`config.mk`:
```
export PLATFORM = sky130hd
export DESIGN_NAME = sprite_xor_framebuffer_top_flat
export DESIGN_NICKNAME = d
export VERILOG_FILES = /design/src/design/sxf_pkg.sv /design/src/design/sxf_item_if.sv /design/src/design/sxf_ram.sv /design/src/design/sxf_ctrl.sv /design/src/design/sxf_datapath.sv /design/src/design/sprite_xor_framebuffer_top.sv /design/src/flat_wrapper.sv
export SDC_FILE = /design/constraint.sdc
export NUM_CORES = 2
export LEC_CHECK = 0
export ABC_AREA = 0
export BUFFER_PORTS_ARGS = -buffer_cell sky130_fd_sc_hd__buf_2
export CAP_MARGIN = 40
export CELL_PAD_IN_SITES_DETAIL_PLACEMENT = 1
export CELL_PAD_IN_SITES_GLOBAL_PLACEMENT = 2
export CORE_MARGIN = 1
export CORE_UTILIZATION = 30
export CTS_CLUSTER_DIAMETER = 150
export DETAILED_ROUTE_END_ITERATION = 6
export PLACE_DENSITY_LB_ADDON = 0.2
export SYNTH_ARGS = -nofsm -noshare
export SYNTH_HDL_FRONTEND = slang
export SYNTH_HIERARCHICAL = 1
export SYNTH_SLANG_ARGS = --single-unit
```
`constraint.sdc`:
```
create_clock -name clk -period 4.61 [get_ports clk]
set_input_delay 0.2305 -clock clk [delete_from_list [all_inputs] [get_ports clk]]
set_output_delay 0.2305 -clock clk [all_outputs]
set_load 0.02 [all_outputs]
```
`src/design/sxf_pkg.sv`:
```
// Shared types and constants for the sprite XOR framebuffer.
// No dependencies; used by the interfaces, controller, datapath and top level.
package sxf_pkg;

  localparam int OPCODE_W     = 2;
  localparam int X_W          = 6;
  localparam int Y_W          = 5;
  localparam int PATTERN_BITS = 8;
  localparam int ROW_CNT_W    = 6;
  localparam int ROW_SUM_W    = 7;

  typedef enum logic [OPCODE_W-1:0] {
    OP_CLEAR = 2'd0,
    OP_SET   = 2'd1,
    OP_QUERY = 2'd2,
    OP_DRAW  = 2'd3
  } op_t;

  typedef enum logic {
    ST_IDLE = 1'b0,
    ST_EXEC = 1'b1
  } state_t;

  typedef struct packed {
    logic load;
    logic exec;
  } ctrl_cmd_t;

  typedef struct packed {
    logic out_busy;
  } dp_status_t;

endpackage

```
`src/design/sxf_item_if.sv`:
```
// Handshake channels for input items and result items.
// Depends on sxf_pkg for field widths.
interface sxf_item_if;
  logic                           valid;
  logic                           ready;
  logic [sxf_pkg::OPCODE_W-1:0]   opcode;
  logic [sxf_pkg::X_W-1:0]        x_pos;
  logic [sxf_pkg::Y_W-1:0]        y_pos;
  logic [sxf_pkg::PATTERN_BITS-1:0] sprite_row;
  logic                           last_row;

  modport source(output valid, opcode, x_pos, y_pos, sprite_row, last_row, input ready);
  modport sink(input valid, opcode, x_pos, y_pos, sprite_row, last_row, output ready);
endinterface

interface sxf_result_if;
  logic valid;
  logic ready;
  logic pixel_on;
  logic collision;
  logic sprite_done;

  modport source(output valid, pixel_on, collision, sprite_done, input ready);
  modport sink(input valid, pixel_on, collision, sprite_done, output ready);
endinterface

```
`src/design/sxf_ram.sv`:
```
// Generic single-port-write, single-port-read RAM with registered read data.
// No dependencies.
module sxf_ram #(
  parameter int DATA_W = 64,
  parameter int DEPTH  = 32
) (
  input  logic                                  clk,
  input  logic                                  wr_en,
  input  logic [((DEPTH > 1) ? $clog2(DEPTH) : 1)-1:0] wr_addr,
  input  logic [DATA_W-1:0]                     wr_data,
  input  logic                                  rd_en,
  input  logic [((DEPTH > 1) ? $clog2(DEPTH) : 1)-1:0] rd_addr,
  output logic [DATA_W-1:0]                     rd_data
);

  logic [DATA_W-1:0] mem [DEPTH];

  always_ff @(posedge clk) begin
    if (wr_en) begin
      mem[wr_addr] <= wr_data;
    end
    if (rd_en) begin
      rd_data <= mem[rd_addr];
    end
  end

endmodule

```
`src/design/sxf_ctrl.sv`:
```
// Controller state machine: accept an item, then execute it once the
// result register is free. Depends on sxf_pkg.
module sxf_ctrl (
  input  logic                clk,
  input  logic                rst,
  input  logic                in_valid,
  input  logic                out_ready,
  input  sxf_pkg::dp_status_t status,
  output logic                in_ready,
  output sxf_pkg::ctrl_cmd_t  cmd
);

  sxf_pkg::state_t state;
  sxf_pkg::state_t state_next;
  logic            exec_go;

  assign exec_go = (state == sxf_pkg::ST_EXEC) && (!status.out_busy || out_ready);

  always_ff @(posedge clk) begin
    if (rst) begin
      state <= sxf_pkg::ST_IDLE;
    end else begin
      state <= state_next;
    end
  end

  always_comb begin
    state_next = state;
    case (state)
      sxf_pkg::ST_IDLE: begin
        if (in_valid) begin
          state_next = sxf_pkg::ST_EXEC;
        end
      end
      sxf_pkg::ST_EXEC: begin
        if (exec_go) begin
          state_next = sxf_pkg::ST_IDLE;
        end
      end
      default: state_next = sxf_pkg::ST_IDLE;
    endcase
  end

  always_comb begin
    in_ready = 1'b0;
    cmd      = '0;
    case (state)
      sxf_pkg::ST_IDLE: begin
        in_ready = 1'b1;
        cmd.load = in_valid;
      end
      sxf_pkg::ST_EXEC: begin
        cmd.exec = exec_go;
      end
      default: begin
        in_ready = 1'b0;
      end
    endcase
  end

`ifndef NO_ASSERTIONS
  a_load_to_exec: assert property (@(posedge clk) disable iff (rst)
    cmd.load |=> (state == sxf_pkg::ST_EXEC))
    else $error("load did not enter execute");
  a_exec_frees_input: assert property (@(posedge clk) disable iff (rst)
    cmd.exec |=> in_ready)
    else $error("input not ready after execute");
`endif

endmodule

```
`src/design/sxf_datapath.sv`:
```
// Datapath: item register, row address wrap, framebuffer RAM with row valid
// bits, sprite XOR and collision logic, result register. Depends on sxf_pkg, sxf_ram.
module sxf_datapath #(
  parameter int WIDTH  = 64,
  parameter int HEIGHT = 32
) (
  input  logic                              clk,
  input  logic                              rst,
  input  sxf_pkg::ctrl_cmd_t                cmd,
  output sxf_pkg::dp_status_t               status,
  input  logic [sxf_pkg::OPCODE_W-1:0]      opcode,
  input  logic [sxf_pkg::X_W-1:0]           x_pos,
  input  logic [sxf_pkg::Y_W-1:0]           y_pos,
  input  logic [sxf_pkg::PATTERN_BITS-1:0]  sprite_row,
  input  logic                              last_row,
  input  logic                              out_ready,
  output logic                              out_valid,
  output logic                              pixel_on,
  output logic                              collision,
  output logic                              sprite_done
);

  localparam int COL_W    = $clog2(WIDTH);
  localparam int ROW_W    = (HEIGHT > 1) ? $clog2(HEIGHT) : 1;
  localparam int ROW_LUTN = 2 ** sxf_pkg::ROW_SUM_W;
  localparam int COL_LUTN = 2 ** sxf_pkg::X_W;
  localparam int CNT_W    = sxf_pkg::ROW_CNT_W;

  logic [ROW_W-1:0] row_lut [ROW_LUTN];
  logic [COL_W-1:0] col_lut [COL_LUTN];

  for (genvar i = 0; i < ROW_LUTN; i++) begin : g_row_lut
    assign row_lut[i] = ROW_W'(i % HEIGHT);
  end
  for (genvar i = 0; i < COL_LUTN; i++) begin : g_col_lut
    assign col_lut[i] = COL_W'(i % WIDTH);
  end

  sxf_pkg::op_t                     op_q;
  logic [COL_W-1:0]                 col_q;
  logic [ROW_W-1:0]                 row_q;
  logic [sxf_pkg::PATTERN_BITS-1:0] pattern_q;
  logic                             last_q;

  logic [sxf_pkg::ROW_CNT_W-1:0]    row_counter;
  logic                             collision_seen;
  logic [HEIGHT-1:0]                row_valid;

  sxf_pkg::op_t                     op_in;
  logic [sxf_pkg::ROW_SUM_W-1:0]    row_sum;
  logic [ROW_W-1:0]                 rd_addr;
  logic [WIDTH-1:0]                 rd_data;
  logic [WIDTH-1:0]                 row_word;
  logic [WIDTH-1:0]                 draw_mask;
  logic [WIDTH-1:0]                 set_word;
  logic                             hit;
  logic                             coll_now;
  logic                             ram_wr_en;
  logic [WIDTH-1:0]                 ram_wr_data;
  logic                             is_draw;

  assign op_in   = sxf_pkg::op_t'(opcode);
  assign row_sum = sxf_pkg::ROW_SUM_W'(y_pos)
                 + ((op_in == sxf_pkg::OP_DRAW) ? sxf_pkg::ROW_SUM_W'(row_counter)
                                                : '0);
  assign rd_addr = row_lut[row_sum];

  always_ff @(posedge clk) begin
    if (cmd.load) begin
      op_q      <= op_in;
      col_q     <= col_lut[x_pos];
      row_q     <= rd_addr;
      pattern_q <= sprite_row;
      last_q    <= last_row;
    end
  end

  sxf_ram #(
    .DATA_W(WIDTH),
    .DEPTH (HEIGHT)
  ) u_ram (
    .clk    (clk),
    .wr_en  (ram_wr_en),
    .wr_addr(row_q),
    .wr_data(ram_wr_data),
    .rd_en  (cmd.load),
    .rd_addr(rd_addr),
    .rd_data(rd_data)
  );

  assign row_word = row_valid[row_q] ? rd_data : '0;
  assign is_draw  = (op_q == sxf_pkg::OP_DRAW);

  always_comb begin
    logic [COL_W:0] col_sum;
    draw_mask = '0;
    for (int s = 0; s < sxf_pkg::PATTERN_BITS; s++) begin
      col_sum = {1'b0, col_q} + (COL_W + 1)'(s);
      if (col_sum >= (COL_W + 1)'(WIDTH)) begin
        col_sum = col_sum - (COL_W + 1)'(WIDTH);
      end
      if (pattern_q[sxf_pkg::PATTERN_BITS - 1 - s]) begin
        draw_mask[col_sum[COL_W-1:0]] = 1'b1;
      end
    end
  end

  always_comb begin
    set_word        = row_word;
    set_word[col_q] = 1'b1;
  end

  assign hit      = |(row_word & draw_mask);
  assign coll_now = collision_seen | hit;

  assign ram_wr_en   = cmd.exec && (is_draw || (op_q == sxf_pkg::OP_SET));
  assign ram_wr_data = is_draw ? (row_word ^ draw_mask) : set_word;

  always_ff @(posedge clk) begin
    if (rst) begin
      row_valid      <= '0;
      row_counter    <= '0;
      collision_seen <= 1'b0;
      out_valid      <= 1'b0;
    end else begin
      if (cmd.exec && (op_q == sxf_pkg::OP_CLEAR)) begin
        row_valid <= '0;
      end else if (ram_wr_en) begin
        row_valid[row_q] <= 1'b1;
      end
      if (cmd.exec && is_draw) begin
        if (last_q) begin
          row_counter    <= '0;
          collision_seen <= 1'b0;
        end else begin
          row_counter    <= row_counter + CNT_W'(1);
          collision_seen <= coll_now;
        end
      end
      if (cmd.exec) begin
        out_valid <= 1'b1;
      end else if (out_ready) begin
        out_valid <= 1'b0;
      end
    end
  end

  always_ff @(posedge clk) begin
    if (cmd.exec) begin
      pixel_on    <= (op_q == sxf_pkg::OP_QUERY) ? row_word[col_q] : 1'b0;
      collision   <= is_draw & coll_now;
      sprite_done <= is_draw & last_q;
    end
  end

  assign status.out_busy = out_valid;

`ifndef NO_ASSERTIONS
  a_no_rw_overlap: assert property (@(posedge clk) disable iff (rst)
    !(ram_wr_en && cmd.load))
    else $error("framebuffer read and write in one cycle");
  a_exec_gives_result: assert property (@(posedge clk) disable iff (rst)
    cmd.exec |=> out_valid)
    else $error("execute left no result");
  a_sprite_end_clears: assert property (@(posedge clk) disable iff (rst)
    (cmd.exec && is_draw && last_q) |=> (row_counter == '0) && !collision_seen)
    else $error("sprite state not cleared after last row");
  a_result_held: assert property (@(posedge clk) disable iff (rst)
    (out_valid && !out_ready && !cmd.exec) |=> $stable(collision) && out_valid)
    else $error("pending result changed");
`endif

endmodule

```
`src/design/sprite_xor_framebuffer_top.sv`:
```
// Top level of the sprite XOR framebuffer: controller plus datapath.
// Depends on sxf_pkg, sxf_item_if, sxf_result_if, sxf_ctrl, sxf_datapath.
//
//   port    | role | contents
//   --------+------+---------------------------------------------------
//   item    | sink | opcode, x_pos, y_pos, sprite_row, last_row
//   result  | src  | pixel_on, collision, sprite_done
//
// Each item runs in two steps: the row word read from the framebuffer RAM,
// then the modify-write and the result register load.
// Clear runs the same two steps; per-row valid flops drop at once.
// A new item is taken while the previous result waits; execute stalls
// only while the result register is still held by the sink.
// Reset is synchronous and leaves all pixels off.
module sprite_xor_framebuffer_top #(
  parameter int WIDTH  = 64,
  parameter int HEIGHT = 32
) (
  input logic         clk,
  input logic         rst,
  sxf_item_if.sink    item,
  sxf_result_if.source result
);

  sxf_pkg::ctrl_cmd_t  cmd;
  sxf_pkg::dp_status_t status;
  logic                in_ready;

  sxf_ctrl u_ctrl (
    .clk      (clk),
    .rst      (rst),
    .in_valid (item.valid),
    .out_ready(result.ready),
    .status   (status),
    .in_ready (in_ready),
    .cmd      (cmd)
  );

  sxf_datapath #(
    .WIDTH (WIDTH),
    .HEIGHT(HEIGHT)
  ) u_dp (
    .clk        (clk),
    .rst        (rst),
    .cmd        (cmd),
    .status     (status),
    .opcode     (item.opcode),
    .x_pos      (item.x_pos),
    .y_pos      (item.y_pos),
    .sprite_row (item.sprite_row),
    .last_row   (item.last_row),
    .out_ready  (result.ready),
    .out_valid  (result.valid),
    .pixel_on   (result.pixel_on),
    .collision  (result.collision),
    .sprite_done(result.sprite_done)
  );

  assign item.ready = in_ready;

endmodule

```
`src/flat_wrapper.sv`:
```
// flat-port wrapper written by rule: the top's interface ports become plain ports
module sprite_xor_framebuffer_top_flat 
#(
  parameter int WIDTH  = 64,
  parameter int HEIGHT = 32
)
  (clk, rst, item_valid, item_opcode, item_x_pos, item_y_pos, item_sprite_row, item_last_row, item_ready, result_valid, result_pixel_on, result_collision, result_sprite_done, result_ready);
  sxf_item_if item_i ();
  sxf_result_if result_i ();
  input logic clk;
  input logic rst;
  input wire logic [$bits(item_i.valid)-1:0] item_valid;
  input wire logic [$bits(item_i.opcode)-1:0] item_opcode;
  input wire logic [$bits(item_i.x_pos)-1:0] item_x_pos;
  input wire logic [$bits(item_i.y_pos)-1:0] item_y_pos;
  input wire logic [$bits(item_i.sprite_row)-1:0] item_sprite_row;
  input wire logic [$bits(item_i.last_row)-1:0] item_last_row;
  output wire logic [$bits(item_i.ready)-1:0] item_ready;
  output wire logic [$bits(result_i.valid)-1:0] result_valid;
  output wire logic [$bits(result_i.pixel_on)-1:0] result_pixel_on;
  output wire logic [$bits(result_i.collision)-1:0] result_collision;
  output wire logic [$bits(result_i.sprite_done)-1:0] result_sprite_done;
  input wire logic [$bits(result_i.ready)-1:0] result_ready;
  assign item_i.valid = item_valid;
  assign item_i.opcode = item_opcode;
  assign item_i.x_pos = item_x_pos;
  assign item_i.y_pos = item_y_pos;
  assign item_i.sprite_row = item_sprite_row;
  assign item_i.last_row = item_last_row;
  assign item_ready = item_i.ready;
  assign result_valid = result_i.valid;
  assign result_pixel_on = result_i.pixel_on;
  assign result_collision = result_i.collision;
  assign result_sprite_done = result_i.sprite_done;
  assign result_i.ready = result_ready;
  sprite_xor_framebuffer_top #(.WIDTH(WIDTH), .HEIGHT(HEIGHT)) u_core (.clk(clk), .rst(rst), .item(item_i), .result(result_i));
endmodule
```
# --- Word level (Yosys, flattened, before mapping) ---
# Memories as Yosys holds them, arrays and structs flattened. A register that Yosys moved wholly into a read port is not among the register bits.
# Cells that the tools add are included.
classes:
  reduce_logical: 21
  n_mul: 0
  mux: 57
  bitwise: 17
  n_addsub: 17
  div: 0
  shift: 0
  order_cmp: 29
  eq_ne: 4
ops:
  columns: ["op", "n"]
  rows:
  - ["64-bit two-way mux", 10]
  - ["64-bit bitwise OR", 8]
  - ["64-bit bitwise AND", 1]
  - ["64-bit OR reduction", 1]
  - ["64-bit XOR", 1]
  - ["6-bit by 7-bit < comparator with 1-bit output (second input constant)", 9]
  - ["6-bit two-way mux", 10]
  - ["1-bit demux with 6-bit select", 9]
  - ["6-bit by 1-bit >= comparator with 1-bit output (second input constant)", 9]
  - ["7-bit >= comparator (second input constant)", 7]
  - ["6-bit by 1-bit subtractor with 6-bit output (second input constant)", 8]
  - ["32-bit bitwise OR", 1]
  - ["6-bit by 3-bit adder with 7-bit output (second input constant)", 4]
  - ["1-bit two-way mux", 22]
  - ["6-bit by 2-bit adder with 7-bit output (second input constant)", 2]
  - ["1-bit logical AND", 14]
  - ["5-bit two-way mux", 2]
  - ["8-bit >= comparator (second input constant)", 1]
  - ["7-bit NOT with 8-bit output", 1]
  - ["5-bit by 6-bit adder with 7-bit output", 1]
  - ["6-bit by 1-bit adder with 7-bit output (second input constant)", 1]
  - ["6-bit by 7-bit >= comparator with 1-bit output (second input constant)", 1]
  - ["6-bit NOT with 7-bit output", 1]
  - ["6-bit by 1-bit adder with 6-bit output (second input constant)", 1]
  - ["16 further kinds", 20]
totals:
  n_memories: 3
  output_inout_bits: 5
  latch_bits: 0
  input_bits: 26
  ramBits: 2048
  romBits: 1024
  reg_bits: 60
  elab_cells: 160
memory_table:
  columns: ["name", "depth", "width", "read_ports", "rd_ports_with_merged_regs", "write_ports", "line", "text"]
  rows:
  - ["u_core.u_dp.u_ram.mem", 32, 64, 1, 1, 1, "sxf_ram.sv:16", "logic [DATA_W-1:0] mem [DEPTH];"]
  - ["(no name shown)", 128, 5, 1, 0, 0, "sxf_datapath.sv:66", "assign rd_addr = row_lut[row_sum];"]
  - ["(no name shown)", 64, 6, 1, 1, 0, "sxf_datapath.sv:71", "col_q <= col_lut[x_pos];"]

# --- Longest topological paths before layout ---
depth:
  word_depth: 25
  depth_mapped: 19
  ltp_nobuf: 15

# --- Hierarchy ---
# Netlist, hierarchy kept.
by_module_without_submodules:
  columns: ["module", "instances", "cells_per_inst", "area_per_inst_um2", "seq_area_each_um2"]
  rows:
  - ["sxf_ram", 1, 3097, 79605.1, 63420.8]
  - ["sxf_datapath", 1, 1482, 10237.3, 1531.5]
  - ["sxf_ctrl", 1, 8, 58.8, 20.0]

# --- Worst setup path before layout ---
# OpenSTA, ideal clock, no wires.
synth_path:
  path_kind: "register to register"
  start: "register u_core.u_dp.out_valid"
  end: "memory u_core.u_dp.u_ram.mem[28][0] (enable)"
  setup_time_ns: 0.487
  path_stages_with_launch: 8
  synth_period_minus_slack_ns: 4.990
  arrival_ns: 4.503
  t_required_ns: 4.123
  setup_slack_ns: -0.380
  path_buffers: 2
  path_cell_list: "dfxtp_1 buf_4 a21oi_1 nand2_1 inv_1 or3b_2 clkbuf_1 nor2_1"
synth_lines:
  columns: ["item", "line", "text"]
  rows:
  - ["start: declaration", "sxf_datapath.sv:17", "output logic out_valid,"]
  - ["start signal: assignment", "sxf_datapath.sv:124", "out_valid <= 1'b0;"]
  - ["start signal: assignment", "sxf_datapath.sv:141", "out_valid <= 1'b1;"]
  - ["start signal: assignment", "sxf_datapath.sv:143", "out_valid <= 1'b0;"]
  - ["end: declaration", "sxf_ram.sv:16", null]

# --- Worst setup path after layout ---
layout_path:
  start: "register u_core.u_dp.col_q[0]"
  end: "register u_core.u_dp.collision, data pin"
layout_via:
  elab_chain_cells: 25
  elab_cells_between_ends: 90
  classes_between: "add/sub: 15; order compare: 24; mux: 32; bitwise: 10; reduce/logical: 9"
layout_lines:
  columns: ["item", "line", "text"]
  rows:
  - ["start: declaration", "sxf_datapath.sv:40", "logic [COL_W-1:0] col_q;"]
  - ["6-bit by 1-bit adder with 7-bit output (tied with other cells)", "sxf_datapath.sv:98", "col_sum = {1'b0, col_q} + (COL_W + 1)'(s);"]
  - ["6-bit by 1-bit subtractor with 6-bit output (tied with other cells)", "sxf_datapath.sv:100", "col_sum = col_sum - (COL_W + 1)'(WIDTH);"]
  - ["6-bit two-way mux (tied with other cells)", "sxf_datapath.sv:99", "if (col_sum >= (COL_W + 1)'(WIDTH)) begin"]
  - ["6-bit by 7-bit < comparator with 1-bit output (implied by the code) (tied with other cells)", "sxf_datapath.sv:103", "draw_mask[col_sum[COL_W-1:0]] = 1'b1;"]
  - ["1-bit logical AND (implied by the code) / 1-bit two-way mux (equally long branches)", "sxf_datapath.sv:103", null]
  - ["1-bit two-way mux (implied by the code) / 1-bit demux with 6-bit select (equally long branches)", "sxf_datapath.sv:103", null]
  - ["1-bit demux with 6-bit select / 64-bit two-way mux (equally long branches)", "sxf_datapath.sv:103, sxf_datapath.sv:102", null]
  - ["64-bit bitwise OR (no line)", null, null]
  - ["[... 9 more ...]", null, null]
  - ["64-bit bitwise OR (no line)", null, null]
  - ["64-bit two-way mux", "sxf_datapath.sv:102", "if (pattern_q[sxf_pkg::PATTERN_BITS - 1 - s]) begin"]
  - ["64-bit bitwise OR (no line)", null, null]
  - ["64-bit two-way mux (*)", "sxf_datapath.sv:102", null]
  - ["64-bit bitwise AND (*)", "sxf_datapath.sv:113", "assign hit = |(row_word & draw_mask);"]
  - ["64-bit OR reduction (*)", "sxf_datapath.sv:113", null]
  - ["1-bit bitwise OR (*)", "sxf_datapath.sv:114", "assign coll_now = collision_seen | hit;"]
  - ["1-bit bitwise AND (*)", "sxf_datapath.sv:151", "collision <= is_draw & coll_now;"]
  - ["end signal: assignment", "sxf_datapath.sv:151", null]
  - ["end: declaration", "sxf_datapath.sv:19", "output logic collision,"]
# Mark *: on every way between the ends. The rest lies on a longest branch, timed or not.
# A chain may end at the register's enable or synchronous reset.

==> impl_metrics.py <==
metrics = {
    "yosys": {
        "ys_async_sr_fraction_pct": 0,
        "synthFlopType": "edfxtp_1",
        "synth_cell_type_count": 66,
        "synth_edf_count": 2137,
        "avgSynthCellArea_sq_um": 19.6,
        "yosysMostFrequentCell": "edfxtp_1",
        "synth_area_leaders": "edfxtp_1, mux4_2, mux2_2, ha_1, a221oi_1",
        "synthesis.nets": 4687,
        "ys_ff_latch": 2177,
        "synth_top_area_share_pct": 71.4,
        "synthesis.instances": 4587,
        "ys_seq_area_share_pct": 72.3,
        "yosys_warnings": 6,
        "yosysTopAreaCell": "edfxtp_1",
        "synth_common_cells": "edfxtp_1, mux4_2, nor2_1",
        "synth_area_sq_um": 89900,
    },
    "sta": {
        "drv_slew": 0,
        "min_period_ps": 4470,
        "hold_viol_final": 0,
        "rsz0062_at_grt": "no",
        "post-route-period-util_pct": 97.0,
        "skew_ps": 85.1,
        "finalSetupViolations": 0,
        "tightest_slew_ps": 957,
        "fmax_mhz": 224,
        "tns_ps": 0,
        "whs_ps": 85.0,
        "max_slew_margin_pct": 36.1,
    },
    "detailed_routing": {
        "via_per_inst": 5.43,
        "ant_nets": 0,
        "first_pass_iters": 7,
        "via_count": 49910,
        "post-route-drc-count": 20,
        "drt_iter0_markers": 4800,
        "drt_wl_total_um": 321000,
        "wl_per_cell_um": 34.9,
    },
    "grt": {
        "use_met1_pct": 29.8,
        "track_usage_pct": 21.1,
        "grt_use_met2_pct": 34.4,
        "busiest_layer": "met2",
        "first_global_vias": 51783,
        "grt_max_degree": 71,
        "grt_first_pass_wirelength_um": 441000,
        "antenna_found_initial": 11,
        "grt_overflow": 0,
        "use_met3_pct": 2.34,
    },
    "clock_network": {
        "cts_root_buffer": "clkbuf_16",
        "cts_sinks": 2177,
        "numCtsBuffers": 241,
        "clock_latency_ps": 930,
        "clkTransAtPathRegs_ps": 60,
        "clk_path_buf_depth": 4,
        "cts_tree": "yes",
        "htreeDepth": 4,
    },
    "critical_path": {
        "cp_slowest_cell": "edfxtp_1",
        "critical_path_class": "flip-flop to flip-flop",
        "crit_arrival_ps": 5090,
        "path_cells": "buf_4 -> ha_1 -> xnor2_2 -> or3_1 -> a211o_1 -> o21ai_0 -> a221oi_1 -> nand3_1 -> ha_1 -> nor4_4 -> buf_4 -> nand4_1 -> nor4_1 -> buf_4 -> nand4_1 -> and2_1",
        "slowest_delay_ps": 410,
        "worst-path-buf-inv": 3,
        "crit_path_end_kind": "flip-flop",
        "start_kind": "flip-flop",
        "critPathMaxFanout": 10,
        "crit_top_cell": "buf_4",
        "crit_family": "simple AND/OR/NAND/NOR gates",
        "cp.required_ps": 5220,
    },
    "die": {
        "io_pins": 31,
        "die_h_um": 549,
        "die_w_um": 549,
        "die_area_sq_um": 302000,
        "start_util_pct": 30.2,
        "rows": 200,
        "core_area_sq_um": 298000,
    },
    "power_and_ir_drop": {
        "p_leak_uw": 0.0343,
        "finalPower_uw": 44500,
        "p_per_area_nw_per_um2": 417,
        "peakVddDrop_mv": 0.347,
    },
    "placement": {
        "numPortBuffers": 30,
        "gp_congestion": 0.940,
        "place_hpwl_um": 202000,
    },
    "cells_and_area": {
        "syn_to_final_growth_pct": 18.7,
        "layout-drive-gt1-share_pct": 29.8,
        "final_nets": 5161,
    },
    "outcome": {
        "outcome": "finished with violations",
        "violations": "design-rule violations",
    },
    "job": {
        "drv_cap": 0,
    },
    "min_path": {
        "hold_path_class": "primary input to flip-flop",
    },
}
## layout by cell type (no fill, tap or decap), types with 39 or more instances in the layout
cell type / n
clkinv_1: 53
edfxtp_1: 2137
mux2_2: 85
ha_1: 71
clkbuf_1: 56
a31o_1: 50
mux4_2: 607
mux2i_1: 52
buf_2: 40
nor2_1: 189
a221oi_1: 102
buf_4: 306
dfxtp_1: 40
o22ai_1: 82
and2_1: 80
a21oi_1: 81
clkinv_2: 39
clkbuf_16: 244
nand2_1: 219
nand3_1: 135
buf_12: 111
## kinds of logic (layout without fill, tap and decap cells)
family	count (synthesis)	count (layout)	share of synthesized area, %
other	0	4	0
and+or+nand+nor	793	793	4.10
AOI/OAI and AO/OA	484	484	3.98
adders and majority gates	74	74	1.04
buffers and inverters	281	944	1.43
xor gates and xnor gates	34	34	0.331
DFF	2177	2177	72.3
muxes	744	744	16.8
## stage by stage
step	util (%)	std cells	cell area, sq um	setup WS (ps)
finish	35.9	9193	107000	137
global route	35.9	9191	107000	2.38
CTS	35.8	9186	107000	8.36
detailed placement	33.2	8734	98900	-260
global placement	33.0	8683	98300	-568
floorplan	-	4587	89900	-380
## final timing paths
kind                             startpoint                   endpoint  slack (ps)  cells past startpoint
setup / recovery       u_core/u_dp/col_q[0]      u_core/u_dp/collision         140                     16
hold / removal           item_sprite_row[1]   u_core/u_dp/pattern_q[1]          90                      2
setup reg to reg       u_core/u_dp/col_q[0]      u_core/u_dp/collision         140                     16
hold reg to reg   u_core/u_dp/row_valid[24]  u_core/u_dp/row_valid[24]         470                      2
## timing repair
| item | in CTS | in global routing |
|---|---|---|
| endpoints found under the hold margin | 29 | 0 |
| setup buffers | 0 | 3 |
| cloned | 0 | 0 |
| endpoints found under the setup margin | 2 | 2 |
| hold buffers | 20 | 0 |
| resized for setup | 3 | 9 |
## area by class of cell
| class | instances | area (sq um) |
|---|---|---|
| diodes | 4 | 10.0 |
| clock inverters | 132 | 1190 |
| well taps | 3939 | 4930 |
| flip-flops and latches | 2177 | 65000 |
| fillers | 29091 | 191000 |
| multi-input cells | 2129 | 24000 |
| clock buffers | 300 | 6320 |
| inverters | 21 | 91.3 |
| repair buffers | 491 | 5210 |
## per-layer routing
metal | wire length (um) | part of all wire (%)
met1 | 145000 | 45
met2 | 153000 | 48
met3 | 13900 | 4.3
met4 | 9450 | 2.9
met5 | 51 | 0.016
## sequential cells by signal, indices dropped and copies added (netlist names), 2 cells and up
signal	count
u_core/u_dp/row_counter	5
u_core/u_dp/pattern_q	8
u_core/u_dp/col_q	6
u_core/u_dp/op_q	2
u_core/u_dp/row_q	5
u_core/u_dp/u_ram/rd_data	64
u_core/u_dp/u_ram/mem	2048
u_core/u_dp/row_valid	32
## power breakdown
group / internal (uW) / switching (uW) / total (uW) / leakage (uW)
clock: 10800 / 7880 / 18600 / 0.00366
sequential: 22200 / 151 / 22300 / 0.0200
combinational: 1250 / 2300 / 3540 / 0.0107
(Power assumes the default switching activity.)
